[config.mk]
export PLATFORM = sky130hd
export DESIGN_NAME = adc_sample_filter_to_millivolts
export DESIGN_NICKNAME = d
export VERILOG_FILES = /design/src/rtl/core/asfm_pkg.sv /design/src/rtl/core/adc_sample_filter_to_millivolts.sv /design/src/rtl/core/asfm_sort_cell.sv /design/src/rtl/core/asfm_divider.sv
export VERILOG_INCLUDE_DIRS = /design/src /design/src/rtl/core
export SDC_FILE = /design/constraint.sdc
export NUM_CORES = 2
export LEC_CHECK = 0
export ABC_AREA = 1
export BUFFER_PORTS_ARGS = -buffer_cell sky130_fd_sc_hd__buf_2
export CAP_MARGIN = 10
export CORE_MARGIN = 3
export CORE_UTILIZATION = 30
export DETAILED_ROUTE_END_ITERATION = 10
export PLACE_DENSITY = 0.47
export SETUP_SLACK_MARGIN = 0.1
export SLEW_MARGIN = 10
export SYNTH_ARGS = -nofsm -noshare
export SYNTH_HDL_FRONTEND = slang
export SYNTH_HIERARCHICAL = 1
export SYNTH_SLANG_ARGS = --single-unit
[constraint.sdc]
create_clock -name clock -period 8.75 [get_ports clock]
set_clock_uncertainty 0.05 [all_clocks]
set_input_delay 1.75 -clock clock [delete_from_list [all_inputs] [get_ports clock]]
set_output_delay 1.75 -clock clock [all_outputs]
set_load 0.005 [all_outputs]
[src/rtl/core/adc_sample_filter_to_millivolts_assert.svh]
// -----------------------------------------------------------------------------
// ADC sample filter assertion macros
// Property macros used by the filter file that carries assertions.
// -----------------------------------------------------------------------------
`ifndef ADC_SAMPLE_FILTER_TO_MILLIVOLTS_ASSERT_SVH
`define ADC_SAMPLE_FILTER_TO_MILLIVOLTS_ASSERT_SVH

// The consequent must hold in the same cycle as the antecedent.
`define ASFM_ASSERT_IMPLIES(lbl, clk, rst, ante, cons) \
   lbl: assert property (@(posedge clk) disable iff (rst) (ante) |-> (cons)) \
      else $error("assertion failed: same-cycle implication");

// The consequent must hold in the cycle after the antecedent.
`define ASFM_ASSERT_NEXT(lbl, clk, rst, ante, cons) \
   lbl: assert property (@(posedge clk) disable iff (rst) (ante) |=> (cons)) \
      else $error("assertion failed: next-cycle implication");

`endif

[src/rtl/core/asfm_pkg.sv]
`timescale 1ns / 1ps
// -----------------------------------------------------------------------------
// ADC sample filter package
// Shared constants, register codes, state type and reference table.
// -----------------------------------------------------------------------------
package asfm_pkg;

   localparam int MAX_WINDOW_DEF      = 16;
   localparam int SAMPLE_BITS_DEF     = 12;
   localparam int ALPHA_FRAC_BITS_DEF = 10;

   localparam int CSR_INDEX_W = 3;
   localparam int CSR_DATA_W  = 13;
   localparam int MODE_W      = 2;
   localparam int COUNT_W     = 5;
   localparam int ALPHA_W     = 11;
   localparam int OFFSET_W    = 13;
   localparam int RES_W       = 4;
   localparam int ATTEN_W     = 2;
   localparam int VREF_W      = 12;
   localparam int MV_W        = 12;
   localparam int MV_MAX      = 3300;
   localparam int RES_MIN     = 9;

   typedef enum logic [MODE_W-1:0] {
      MODE_PASS   = 2'd0,
      MODE_AVG    = 2'd1,
      MODE_MEDIAN = 2'd2,
      MODE_EMA    = 2'd3
   } filter_mode_type;

   typedef enum logic [CSR_INDEX_W-1:0] {
      CSR_FILTER_MODE   = 3'd0,
      CSR_WINDOW_COUNT  = 3'd1,
      CSR_EMA_ALPHA     = 3'd2,
      CSR_SAMPLE_OFFSET = 3'd3,
      CSR_RESOLUTION    = 3'd4,
      CSR_ATTENUATION   = 3'd5
   } csr_index_type;

   localparam filter_mode_type         MODE_RST   = MODE_PASS;
   localparam logic [COUNT_W-1:0]      COUNT_RST  = 5'd10;
   localparam logic [ALPHA_W-1:0]      ALPHA_RST  = 11'd307;
   localparam logic [OFFSET_W-1:0]     OFFSET_RST = '0;
   localparam logic [RES_W-1:0]        RES_RST    = 4'd12;
   localparam logic [ATTEN_W-1:0]      ATTEN_RST  = 2'd3;

   typedef enum logic [3:0] {
      ST_IDLE,
      ST_EMA_MUL,
      ST_EMA_ADD,
      ST_AVG_GO,
      ST_AVG_WAIT,
      ST_MED_READ,
      ST_MV_MUL,
      ST_MV_GO,
      ST_MV_WAIT,
      ST_RESULT
   } state_type;

   typedef struct packed {
      logic busy;
      logic done;
   } div_stat_type;

   function automatic logic [VREF_W-1:0] vref_mv(input logic [ATTEN_W-1:0] att);
      logic [VREF_W-1:0] v;
      case (att)
         2'd0:    v = 12'd1100;
         2'd1:    v = 12'd1500;
         2'd2:    v = 12'd2200;
         default: v = 12'd3300;
      endcase
      return v;
   endfunction

endpackage

[src/rtl/core/adc_sample_filter_to_millivolts.sv]
`timescale 1ns / 1ps
// -----------------------------------------------------------------------------
// ADC sample filter to millivolts
// Filters converter samples (pass-through, window average, window median or
// exponential moving average) and scales the result to millivolts.
// -----------------------------------------------------------------------------
// The block takes one request per converter sample and works on one request at
// a time. A window sample that does not complete its window is absorbed while
// the sequencer stays idle, so the next request is taken straight away; a seed
// request for the moving average likewise leaves the sequencer idle and gives
// no result. Every other request passes through the millivolt conversion, which
// runs on a shared bit-serial divider that retires one quotient bit per cycle
// over SAMPLE_BITS + 12 bits. Pass-through goes through the multiply, divider
// start, divider wait and result states; the median first reads the middle
// cell, the moving average first passes its multiply and add states, and the
// sample that closes an averaging window first sends the window mean through
// the same divider. The divider therefore sets the rate. Window samples are
// kept in a chain of sorting cells, each holding one sample, so the window is
// always in ascending order and the median is simply the middle cell. A finished
// result sits in an output register, so the next request is accepted while the
// previous result waits to be taken. Configuration registers are to be written
// through the csr_ port only while the block is idle; this is not enforced.
// -----------------------------------------------------------------------------
`include "adc_sample_filter_to_millivolts_assert.svh"

module adc_sample_filter_to_millivolts #(
   parameter int MAX_WINDOW      = asfm_pkg::MAX_WINDOW_DEF,
   parameter int SAMPLE_BITS     = asfm_pkg::SAMPLE_BITS_DEF,
   parameter int ALPHA_FRAC_BITS = asfm_pkg::ALPHA_FRAC_BITS_DEF
) (
   input  logic                             clock,
   input  logic                             reset,
   // Request channel
   input  logic                             req_valid,
   output logic                             req_ready,
   input  logic [SAMPLE_BITS-1:0]           req_sample_value,
   input  logic                             req_seed_ema,
   // Result channel
   output logic                             rsp_valid,
   input  logic                             rsp_ready,
   output logic [SAMPLE_BITS-1:0]           rsp_filtered_raw,
   output logic [asfm_pkg::MV_W-1:0]        rsp_millivolts,
   // Configuration write port
   input  logic                             csr_we,
   input  logic [asfm_pkg::CSR_INDEX_W-1:0] csr_index,
   input  logic [asfm_pkg::CSR_DATA_W-1:0]  csr_wdata
);

   import asfm_pkg::*;

   // Derived widths.
   localparam int FILL_W = $clog2(MAX_WINDOW + 1);
   localparam int IDX_W  = (MAX_WINDOW > 1) ? $clog2(MAX_WINDOW) : 1;
   localparam int SUM_W  = SAMPLE_BITS + FILL_W;
   localparam int LVL_W  = SAMPLE_BITS + ALPHA_FRAC_BITS;
   localparam int AW     = ALPHA_FRAC_BITS + 1;
   localparam int P1_W   = AW + SAMPLE_BITS;
   localparam int P2_W   = AW + LVL_W;
   localparam int DIV_W  = SAMPLE_BITS + VREF_W;
   localparam int DVS_W  = SAMPLE_BITS;
   localparam int ADJ_W  = ((SAMPLE_BITS > OFFSET_W) ? SAMPLE_BITS : OFFSET_W) + 2;

   localparam logic [AW-1:0] ALPHA_ONE = {1'b1, {ALPHA_FRAC_BITS{1'b0}}};

   // Configuration registers.
   filter_mode_type             mode_ff;
   logic [COUNT_W-1:0]          count_ff;
   logic [ALPHA_W-1:0]          alpha_ff;
   logic signed [OFFSET_W-1:0]  offset_ff;
   logic [RES_W-1:0]            res_ff;
   logic [ATTEN_W-1:0]          atten_ff;

   // Sequencer and filter state.
   state_type                   state_ff, state_in;
   logic [FILL_W-1:0]           fill_ff, fill_in;
   logic [SUM_W-1:0]            sum_ff, sum_in;
   logic [LVL_W-1:0]            ema_ff, ema_in;
   logic [SAMPLE_BITS-1:0]      filt_ff, filt_in;
   logic [DIV_W-1:0]            op_ff, op_in;
   logic [DVS_W-1:0]            dvs_ff, dvs_in;
   logic [P1_W-1:0]             p1_ff, p1_in;
   logic [P2_W-1:0]             p2_ff, p2_in;
   logic                        rsp_valid_ff, rsp_valid_in;
   logic [SAMPLE_BITS-1:0]      rsp_raw_ff, rsp_raw_in;
   logic [MV_W-1:0]             rsp_mv_ff, rsp_mv_in;

   // Working values.
   logic                        acc;
   logic                        win_mode;
   logic [FILL_W-1:0]           n_eff;
   logic [FILL_W-1:0]           fill_eff;
   logic [FILL_W-1:0]           fill_new;
   logic [SUM_W-1:0]            sum_new;
   logic                        win_done;
   logic                        win_step;
   logic [IDX_W-1:0]            mid;
   logic                        cell_ins;
   logic [AW-1:0]               a_eff;
   logic [LVL_W:0]              lvl_sum;
   logic [4:0]                  bits_eff;
   logic [SAMPLE_BITS-1:0]      maxv;
   logic signed [ADJ_W-1:0]     adj_s;
   logic [SAMPLE_BITS-1:0]      adj_c;
   logic                        div_start;
   logic [DIV_W-1:0]            div_quot;
   div_stat_type                div_stat;

   logic [SAMPLE_BITS-1:0]      cell_val  [MAX_WINDOW];
   logic [SAMPLE_BITS-1:0]      left_val  [MAX_WINDOW];
   logic                        cell_gt   [MAX_WINDOW];
   logic                        left_gt   [MAX_WINDOW];

   // --------------------------------------------------------------------------
   // Configuration registers
   // --------------------------------------------------------------------------
   always_ff @(posedge clock) begin
      if (reset) begin
         mode_ff   <= MODE_RST;
         count_ff  <= COUNT_RST;
         alpha_ff  <= ALPHA_RST;
         offset_ff <= OFFSET_RST;
         res_ff    <= RES_RST;
         atten_ff  <= ATTEN_RST;
      end else if (csr_we) begin
         case (csr_index)
            CSR_FILTER_MODE:   mode_ff   <= filter_mode_type'(csr_wdata[MODE_W-1:0]);
            CSR_WINDOW_COUNT:  count_ff  <= csr_wdata[COUNT_W-1:0];
            CSR_EMA_ALPHA:     alpha_ff  <= csr_wdata[ALPHA_W-1:0];
            CSR_SAMPLE_OFFSET: offset_ff <= csr_wdata[OFFSET_W-1:0];
            CSR_RESOLUTION:    res_ff    <= csr_wdata[RES_W-1:0];
            CSR_ATTENUATION:   atten_ff  <= csr_wdata[ATTEN_W-1:0];
            default: begin
            end
         endcase
      end
   end

   // --------------------------------------------------------------------------
   // Window bookkeeping, moving average and conversion arithmetic
   // --------------------------------------------------------------------------
   assign req_ready = (state_ff == ST_IDLE);
   assign acc       = req_valid && req_ready;

   always_comb begin
      win_mode = mode_ff inside {MODE_AVG, MODE_MEDIAN};

      // A window count of zero behaves as one; large counts saturate.
      if (count_ff == '0) begin
         n_eff = FILL_W'(1);
      end else if (32'(count_ff) > MAX_WINDOW) begin
         n_eff = FILL_W'(MAX_WINDOW);
      end else begin
         n_eff = FILL_W'(count_ff);
      end

      // A window left over from a larger count starts again empty.
      if (fill_ff >= n_eff) begin
         fill_eff = '0;
         sum_new  = SUM_W'(req_sample_value);
      end else begin
         fill_eff = fill_ff;
         sum_new  = sum_ff + SUM_W'(req_sample_value);
      end
      fill_new = fill_eff + FILL_W'(1);
      win_done = (fill_new >= n_eff);
      win_step = acc && !req_seed_ema && win_mode && !win_done;
      mid      = IDX_W'(n_eff >> 1);

      if (32'(alpha_ff) > 32'(ALPHA_ONE)) begin
         a_eff = ALPHA_ONE;
      end else begin
         a_eff = AW'(alpha_ff);
      end
      // The new sample term is a whole multiple of one, so only the old level
      // term loses its fraction bits.
      lvl_sum = p1_ff + p2_ff[P2_W-1:ALPHA_FRAC_BITS];

      if (res_ff < RES_W'(RES_MIN)) begin
         bits_eff = 5'(RES_MIN);
      end else if (32'(res_ff) > SAMPLE_BITS) begin
         bits_eff = 5'(SAMPLE_BITS);
      end else begin
         bits_eff = 5'(res_ff);
      end
      maxv  = ~({SAMPLE_BITS{1'b1}} << bits_eff);
      adj_s = $signed(ADJ_W'(filt_ff)) + ADJ_W'(offset_ff);
      if (adj_s < 0) begin
         adj_c = '0;
      end else if (adj_s > $signed(ADJ_W'(maxv))) begin
         adj_c = maxv;
      end else begin
         adj_c = adj_s[SAMPLE_BITS-1:0];
      end
   end

   // --------------------------------------------------------------------------
   // Sequencer: next state
   // --------------------------------------------------------------------------
   always_comb begin
      state_in = state_ff;
      case (state_ff)
         ST_IDLE: begin
            if (acc && !req_seed_ema) begin
               case (mode_ff)
                  MODE_PASS:   state_in = ST_MV_MUL;
                  MODE_EMA:    state_in = ST_EMA_MUL;
                  MODE_AVG:    state_in = win_done ? ST_AVG_GO : ST_IDLE;
                  MODE_MEDIAN: state_in = win_done ? ST_MED_READ : ST_IDLE;
                  default:     state_in = ST_IDLE;
               endcase
            end
         end
         ST_EMA_MUL:  state_in = ST_EMA_ADD;
         ST_EMA_ADD:  state_in = ST_MV_MUL;
         ST_AVG_GO:   state_in = ST_AVG_WAIT;
         ST_AVG_WAIT: state_in = div_stat.done ? ST_MV_MUL : ST_AVG_WAIT;
         ST_MED_READ: state_in = ST_MV_MUL;
         ST_MV_MUL:   state_in = ST_MV_GO;
         ST_MV_GO:    state_in = ST_MV_WAIT;
         ST_MV_WAIT:  state_in = div_stat.done ? ST_RESULT : ST_MV_WAIT;
         ST_RESULT:   state_in = (!rsp_valid_ff || rsp_ready) ? ST_IDLE : ST_RESULT;
         default:     state_in = ST_IDLE;
      endcase
   end

   // --------------------------------------------------------------------------
   // Sequencer: datapath controls and register loads
   // --------------------------------------------------------------------------
   always_comb begin
      fill_in      = fill_ff;
      sum_in       = sum_ff;
      ema_in       = ema_ff;
      filt_in      = filt_ff;
      op_in        = op_ff;
      dvs_in       = dvs_ff;
      p1_in        = p1_ff;
      p2_in        = p2_ff;
      rsp_valid_in = rsp_valid_ff && !rsp_ready;
      rsp_raw_in   = rsp_raw_ff;
      rsp_mv_in    = rsp_mv_ff;
      cell_ins     = 1'b0;
      div_start    = 1'b0;
      case (state_ff)
         ST_IDLE: begin
            if (acc && req_seed_ema) begin
               ema_in = {req_sample_value, {ALPHA_FRAC_BITS{1'b0}}};
            end else if (acc) begin
               case (mode_ff)
                  MODE_PASS: begin
                     filt_in = req_sample_value;
                  end
                  MODE_EMA: begin
                     p1_in = P1_W'(a_eff) * P1_W'(req_sample_value);
                     p2_in = P2_W'(ALPHA_ONE - a_eff) * P2_W'(ema_ff);
                  end
                  MODE_AVG, MODE_MEDIAN: begin
                     cell_ins = 1'b1;
                     if (win_done) begin
                        fill_in = '0;
                        sum_in  = '0;
                        op_in   = DIV_W'(sum_new);
                        dvs_in  = DVS_W'(n_eff);
                     end else begin
                        fill_in = fill_new;
                        sum_in  = sum_new;
                     end
                  end
                  default: begin
                  end
               endcase
            end
         end
         ST_EMA_ADD: begin
            ema_in  = lvl_sum[LVL_W-1:0];
            filt_in = lvl_sum[LVL_W-1:ALPHA_FRAC_BITS];
         end
         ST_AVG_GO: begin
            div_start = 1'b1;
         end
         ST_AVG_WAIT: begin
            if (div_stat.done) begin
               filt_in = div_quot[SAMPLE_BITS-1:0];
            end
         end
         ST_MED_READ: begin
            filt_in = cell_val[mid];
         end
         ST_MV_MUL: begin
            op_in  = DIV_W'(adj_c) * DIV_W'(vref_mv(atten_ff));
            dvs_in = maxv;
         end
         ST_MV_GO: begin
            div_start = 1'b1;
         end
         ST_RESULT: begin
            if (!rsp_valid_ff || rsp_ready) begin
               rsp_valid_in = 1'b1;
               rsp_raw_in   = filt_ff;
               rsp_mv_in    = div_quot[MV_W-1:0];
            end
         end
         default: begin
         end
      endcase
   end

   always_ff @(posedge clock) begin
      if (reset) begin
         state_ff     <= ST_IDLE;
         fill_ff      <= '0;
         sum_ff       <= '0;
         ema_ff       <= '0;
         rsp_valid_ff <= 1'b0;
      end else begin
         state_ff     <= state_in;
         fill_ff      <= fill_in;
         sum_ff       <= sum_in;
         ema_ff       <= ema_in;
         rsp_valid_ff <= rsp_valid_in;
      end
   end

   always_ff @(posedge clock) begin
      filt_ff    <= filt_in;
      op_ff      <= op_in;
      dvs_ff     <= dvs_in;
      p1_ff      <= p1_in;
      p2_ff      <= p2_in;
      rsp_raw_ff <= rsp_raw_in;
      rsp_mv_ff  <= rsp_mv_in;
   end

   assign rsp_valid        = rsp_valid_ff;
   assign rsp_filtered_raw = rsp_raw_ff;
   assign rsp_millivolts   = rsp_mv_ff;

   // --------------------------------------------------------------------------
   // Sorting chain: each new sample is inserted in order, larger samples move
   // one cell to the right.
   // --------------------------------------------------------------------------
   for (genvar i = 0; i < MAX_WINDOW; i++) begin : g_cell
      if (i == 0) begin : g_head
         assign left_val[i] = '0;
         assign left_gt[i]  = 1'b0;
      end else begin : g_body
         assign left_val[i] = cell_val[i-1];
         assign left_gt[i]  = cell_gt[i-1];
      end

      asfm_sort_cell #(
         .SAMPLE_BITS (SAMPLE_BITS),
         .FILL_W      (FILL_W),
         .IDX         (i)
      ) u_cell (
         .clock    (clock),
         .ins      (cell_ins),
         .fill     (fill_eff),
         .sample   (req_sample_value),
         .left_val (left_val[i]),
         .left_gt  (left_gt[i]),
         .val      (cell_val[i]),
         .gt       (cell_gt[i])
      );
   end

   // --------------------------------------------------------------------------
   // Shared divider for the window mean and the millivolt scaling.
   // --------------------------------------------------------------------------
   asfm_divider #(
      .DIVIDEND_W (DIV_W),
      .DIVISOR_W  (DVS_W)
   ) u_divider (
      .clock    (clock),
      .reset    (reset),
      .start    (div_start),
      .dividend (op_ff),
      .divisor  (dvs_ff),
      .quotient (div_quot),
      .stat     (div_stat)
   );

   // --------------------------------------------------------------------------
   // Assertions
   // --------------------------------------------------------------------------
   `ASFM_ASSERT_IMPLIES(a_div_start_idle, clock, reset, div_start, !div_stat.busy)
   `ASFM_ASSERT_NEXT(a_fill_grows, clock, reset, win_step, fill_ff == $past(fill_new))
   `ASFM_ASSERT_IMPLIES(a_mv_range, clock, reset, rsp_valid_ff, rsp_mv_ff <= MV_W'(MV_MAX))

endmodule

[src/rtl/core/asfm_sort_cell.sv]
`timescale 1ns / 1ps
// -----------------------------------------------------------------------------
// Sorting cell
// One place of the ascending insertion chain that holds the window samples.
// -----------------------------------------------------------------------------
module asfm_sort_cell #(
   parameter int SAMPLE_BITS = 12,
   parameter int FILL_W      = 5,
   parameter int IDX         = 0
) (
   input  logic                   clock,
   input  logic                   ins,
   input  logic [FILL_W-1:0]      fill,
   input  logic [SAMPLE_BITS-1:0] sample,
   input  logic [SAMPLE_BITS-1:0] left_val,
   input  logic                   left_gt,
   output logic [SAMPLE_BITS-1:0] val,
   output logic                   gt
);

   logic [SAMPLE_BITS-1:0] val_ff;
   logic [SAMPLE_BITS-1:0] val_in;

   // An empty place counts as larger than any sample, so the chain stays sorted.
   always_comb begin
      gt     = (fill <= FILL_W'(IDX)) || (val_ff > sample);
      val_in = left_gt ? left_val : (gt ? sample : val_ff);
   end

   always_ff @(posedge clock) begin
      if (ins) begin
         val_ff <= val_in;
      end
   end

   assign val = val_ff;

endmodule

[src/rtl/core/asfm_divider.sv]
`timescale 1ns / 1ps
// -----------------------------------------------------------------------------
// Shared divider
// Restoring divider that retires one quotient bit per cycle.
// -----------------------------------------------------------------------------
module asfm_divider #(
   parameter int DIVIDEND_W = 24,
   parameter int DIVISOR_W  = 12
) (
   input  logic                    clock,
   input  logic                    reset,
   input  logic                    start,
   input  logic [DIVIDEND_W-1:0]   dividend,
   input  logic [DIVISOR_W-1:0]    divisor,
   output logic [DIVIDEND_W-1:0]   quotient,
   output asfm_pkg::div_stat_type  stat
);

   import asfm_pkg::*;

   localparam int CNT_W = $clog2(DIVIDEND_W + 1);

   logic [DIVIDEND_W-1:0] quot_ff, quot_in;
   logic [DIVISOR_W-1:0]  rem_ff, rem_in;
   logic [DIVISOR_W-1:0]  div_ff, div_in;
   logic [CNT_W-1:0]      cnt_ff, cnt_in;
   logic                  done_ff, done_in;
   logic [DIVISOR_W:0]    shifted;
   logic [DIVISOR_W+1:0]  diff;
   logic                  ge;

   always_comb begin
      shifted = {rem_ff, quot_ff[DIVIDEND_W-1]};
      diff    = {1'b0, shifted} - {2'b00, div_ff};
      ge      = ~diff[DIVISOR_W+1];
      quot_in = quot_ff;
      rem_in  = rem_ff;
      div_in  = div_ff;
      cnt_in  = cnt_ff;
      done_in = 1'b0;
      if (start) begin
         quot_in = dividend;
         rem_in  = '0;
         div_in  = divisor;
         cnt_in  = CNT_W'(DIVIDEND_W);
      end else if (cnt_ff != '0) begin
         quot_in = {quot_ff[DIVIDEND_W-2:0], ge};
         rem_in  = ge ? diff[DIVISOR_W-1:0] : shifted[DIVISOR_W-1:0];
         cnt_in  = cnt_ff - CNT_W'(1);
         done_in = (cnt_ff == CNT_W'(1));
      end
   end

   always_ff @(posedge clock) begin
      if (reset) begin
         cnt_ff  <= '0;
         done_ff <= 1'b0;
      end else begin
         cnt_ff  <= cnt_in;
         done_ff <= done_in;
      end
   end

   always_ff @(posedge clock) begin
      quot_ff <= quot_in;
      rem_ff  <= rem_in;
      div_ff  <= div_in;
   end

   assign quotient  = quot_ff;
   assign stat.busy = (cnt_ff != '0);
   assign stat.done = done_ff;

endmodule
==> impl_results.md <==
- Status: finished clean
- Port Buf Inserts: a little under 60
- Crit path arrival time: ~8200 ps
- Post-CTS Setup Inserts: 0
- Drt wl/cell: 18.77 um
- Startpoint type of the worst setup path: flop
- Worst Path Max Fanout: 12
- Worst hold slack: around 370 ps
- Period utilization: 0.9070
- Clock Path Buffers: 3
- Fmax achieved: around 130 MHz
- Largest net degree at the start of global routing: 50
- DRC: 0
- Die Wd: 366.4 um
- Worst hold-check path type: flop to flop
- Share of cells above drive strength 1: 0.07249
- Via-to-Cell Ratio: roughly 4.7
- Num CTS Buffers: 46
- Global-route wire length before repair: 193500 um
- Max-Cap Viols: 0
- Congestion Overflow GR: 0
- Gpl congestion: 0.8864
- Number of I/O pins: 60
- Fin crit period: about 7900 ps
- Commonest non-fill, non-tap cells in the layout: nand2_1, inv_1, ha_1, nor2_1, fa_1
- Area Growth Syn to Fin: 10.38%
- Number of hold buffers added after cts: 0
- Yosys warning total: 6
- Initial antenna violation count: 5
- CTS root buf: clkbuf_16
- Clock transition at path regs: around 70 ps
- Die Y: 366.4 um
- Clock Sinks: between 300 and 400
- Initial core utilization: 0.3036
- Worst Max-Slew Pin Slew: about 1200 ps
- Setup TNS: 0 ps
- CTS HTree Levels: 2
- Pre-CTS WS: 743.5 ps
- CP max stage delay: ~540 ps
- Vias in the first global route: between 30000 and 40000
- Worst slew margin: 0.1922
- Post-synthesis instance total: ~5000
- GRT Util Overall: 0.1865
- Routed Wire Length: between 100000 and 150000 um
- Ant. Diodes: 0
- Fill cell count: between 10000 and 15000
- Core area: about 130000 sq um
- Max Slew Vio Count: 0
- DRT Pass-1 Iters: 5
- Multi-input combinational cell area: ~25000 sq um
- CTS tree: built
- Initial DRC count: 2407
- Row cnt: about 130
- Antenna Violating Nets Remaining: 0
- Hold Vio Cnt, Final: 0
- Nets: ~5700
- CTS resizes: 0
- Critical Path RT: 9020 ps
- Final setup violation count: 0
- Post-DP HPWL: 99820 um
- Mapped Area: 38970 sq um
- RSZ-0062 raised after global routing: false
- Max stage delay cell, worst path: fa_1
- Most common cell after layout, fill and taps aside: nand2_1
- Mean Syn Cell Area: between 7 and 8 sq um
- Critical path type: flop to flop
- Post-route setup slack: between 800 and 900 ps
- Register Area: between 9000 and 10000 sq um
- Setup crit end kind: flop
- Detailed-route via count: 31750
- DIE AREA: 134300 sq um
- Clock Latency Late Sink: 610 ps
==> path summary, 6_finish.rpt <==
| kind | start | end | cells after the start | slack, ps |
|---|---|---|---|---|
| setup / recovery | offset_ff[0] | op_ff[16] | 37 | 810 |
| setup reg to reg | offset_ff[0] | op_ff[16] | 37 | 810 |
| hold / removal | dvs_ff[0] | u_divider/div_ff[0] | 0 | 370 |
| hold reg to reg | dvs_ff[0] | u_divider/div_ff[0] | 0 | 370 |
==> worst max-delay path, delay by kind of cell, from the launching register on <==
family                   cells  cell delay [ps]
buffers and inverters        7              480
flip-flops                   1              340
adder cells (fa/ha/maj)      9             3740
AO/OA/AOI/OAI                7             1150
XOR/XNOR                     2              460
AND/OR/NAND/NOR             12             1390
==> sequential cells by signal, indices dropped and copies added, names as in the netlist, 13 cells and up <==
name                cells
g_cell.u_cell/val     108
u_divider/quotient     24
ema_ff                 22
op_ff                  24
p1_ff                  22
sum_ff                 17
p2_ff                  22
offset_ff              13
==> metal layers <==
metal	part of all wire	global-route usage	up-vias	wire length (um)
li1	-	-	15510	-
met2	0.45	0.2986	773	56540
met4	0.021	0.04073	2	2647
met1	0.46	0.2617	15350	58320
met3	0.065	0.03404	117	8120
met5	0.000064	0	-	8
==> through the flow <==
step,instance area [sq um],cells,utilization
6_report,43020,6695,0.3352
5_1_grt,43020,6695,0.3352
4_1_cts,43020,6695,0.3352
3_5_place_dp,41380,6612,0.3224
3_3_place_gp,41380,6612,0.3224
2_1_floorplan,39140,4918,-
==> cell type report <==
class | instances | share of cell area
Multi-Input combinational cell | 3467 | 0.5841
Sequential cell | 364 | 0.2299
Inverter | 947 | 0.08269
Tap cell | 1729 | 0.05029
Clock buffer | 54 | 0.02839
Timing Repair Buffer | 105 | 0.01489
Clock inverter | 29 | 0.009686
Power is not shown: default switching activity piles up to over one toggle a cycle in this logic, so the estimate is an artifact.
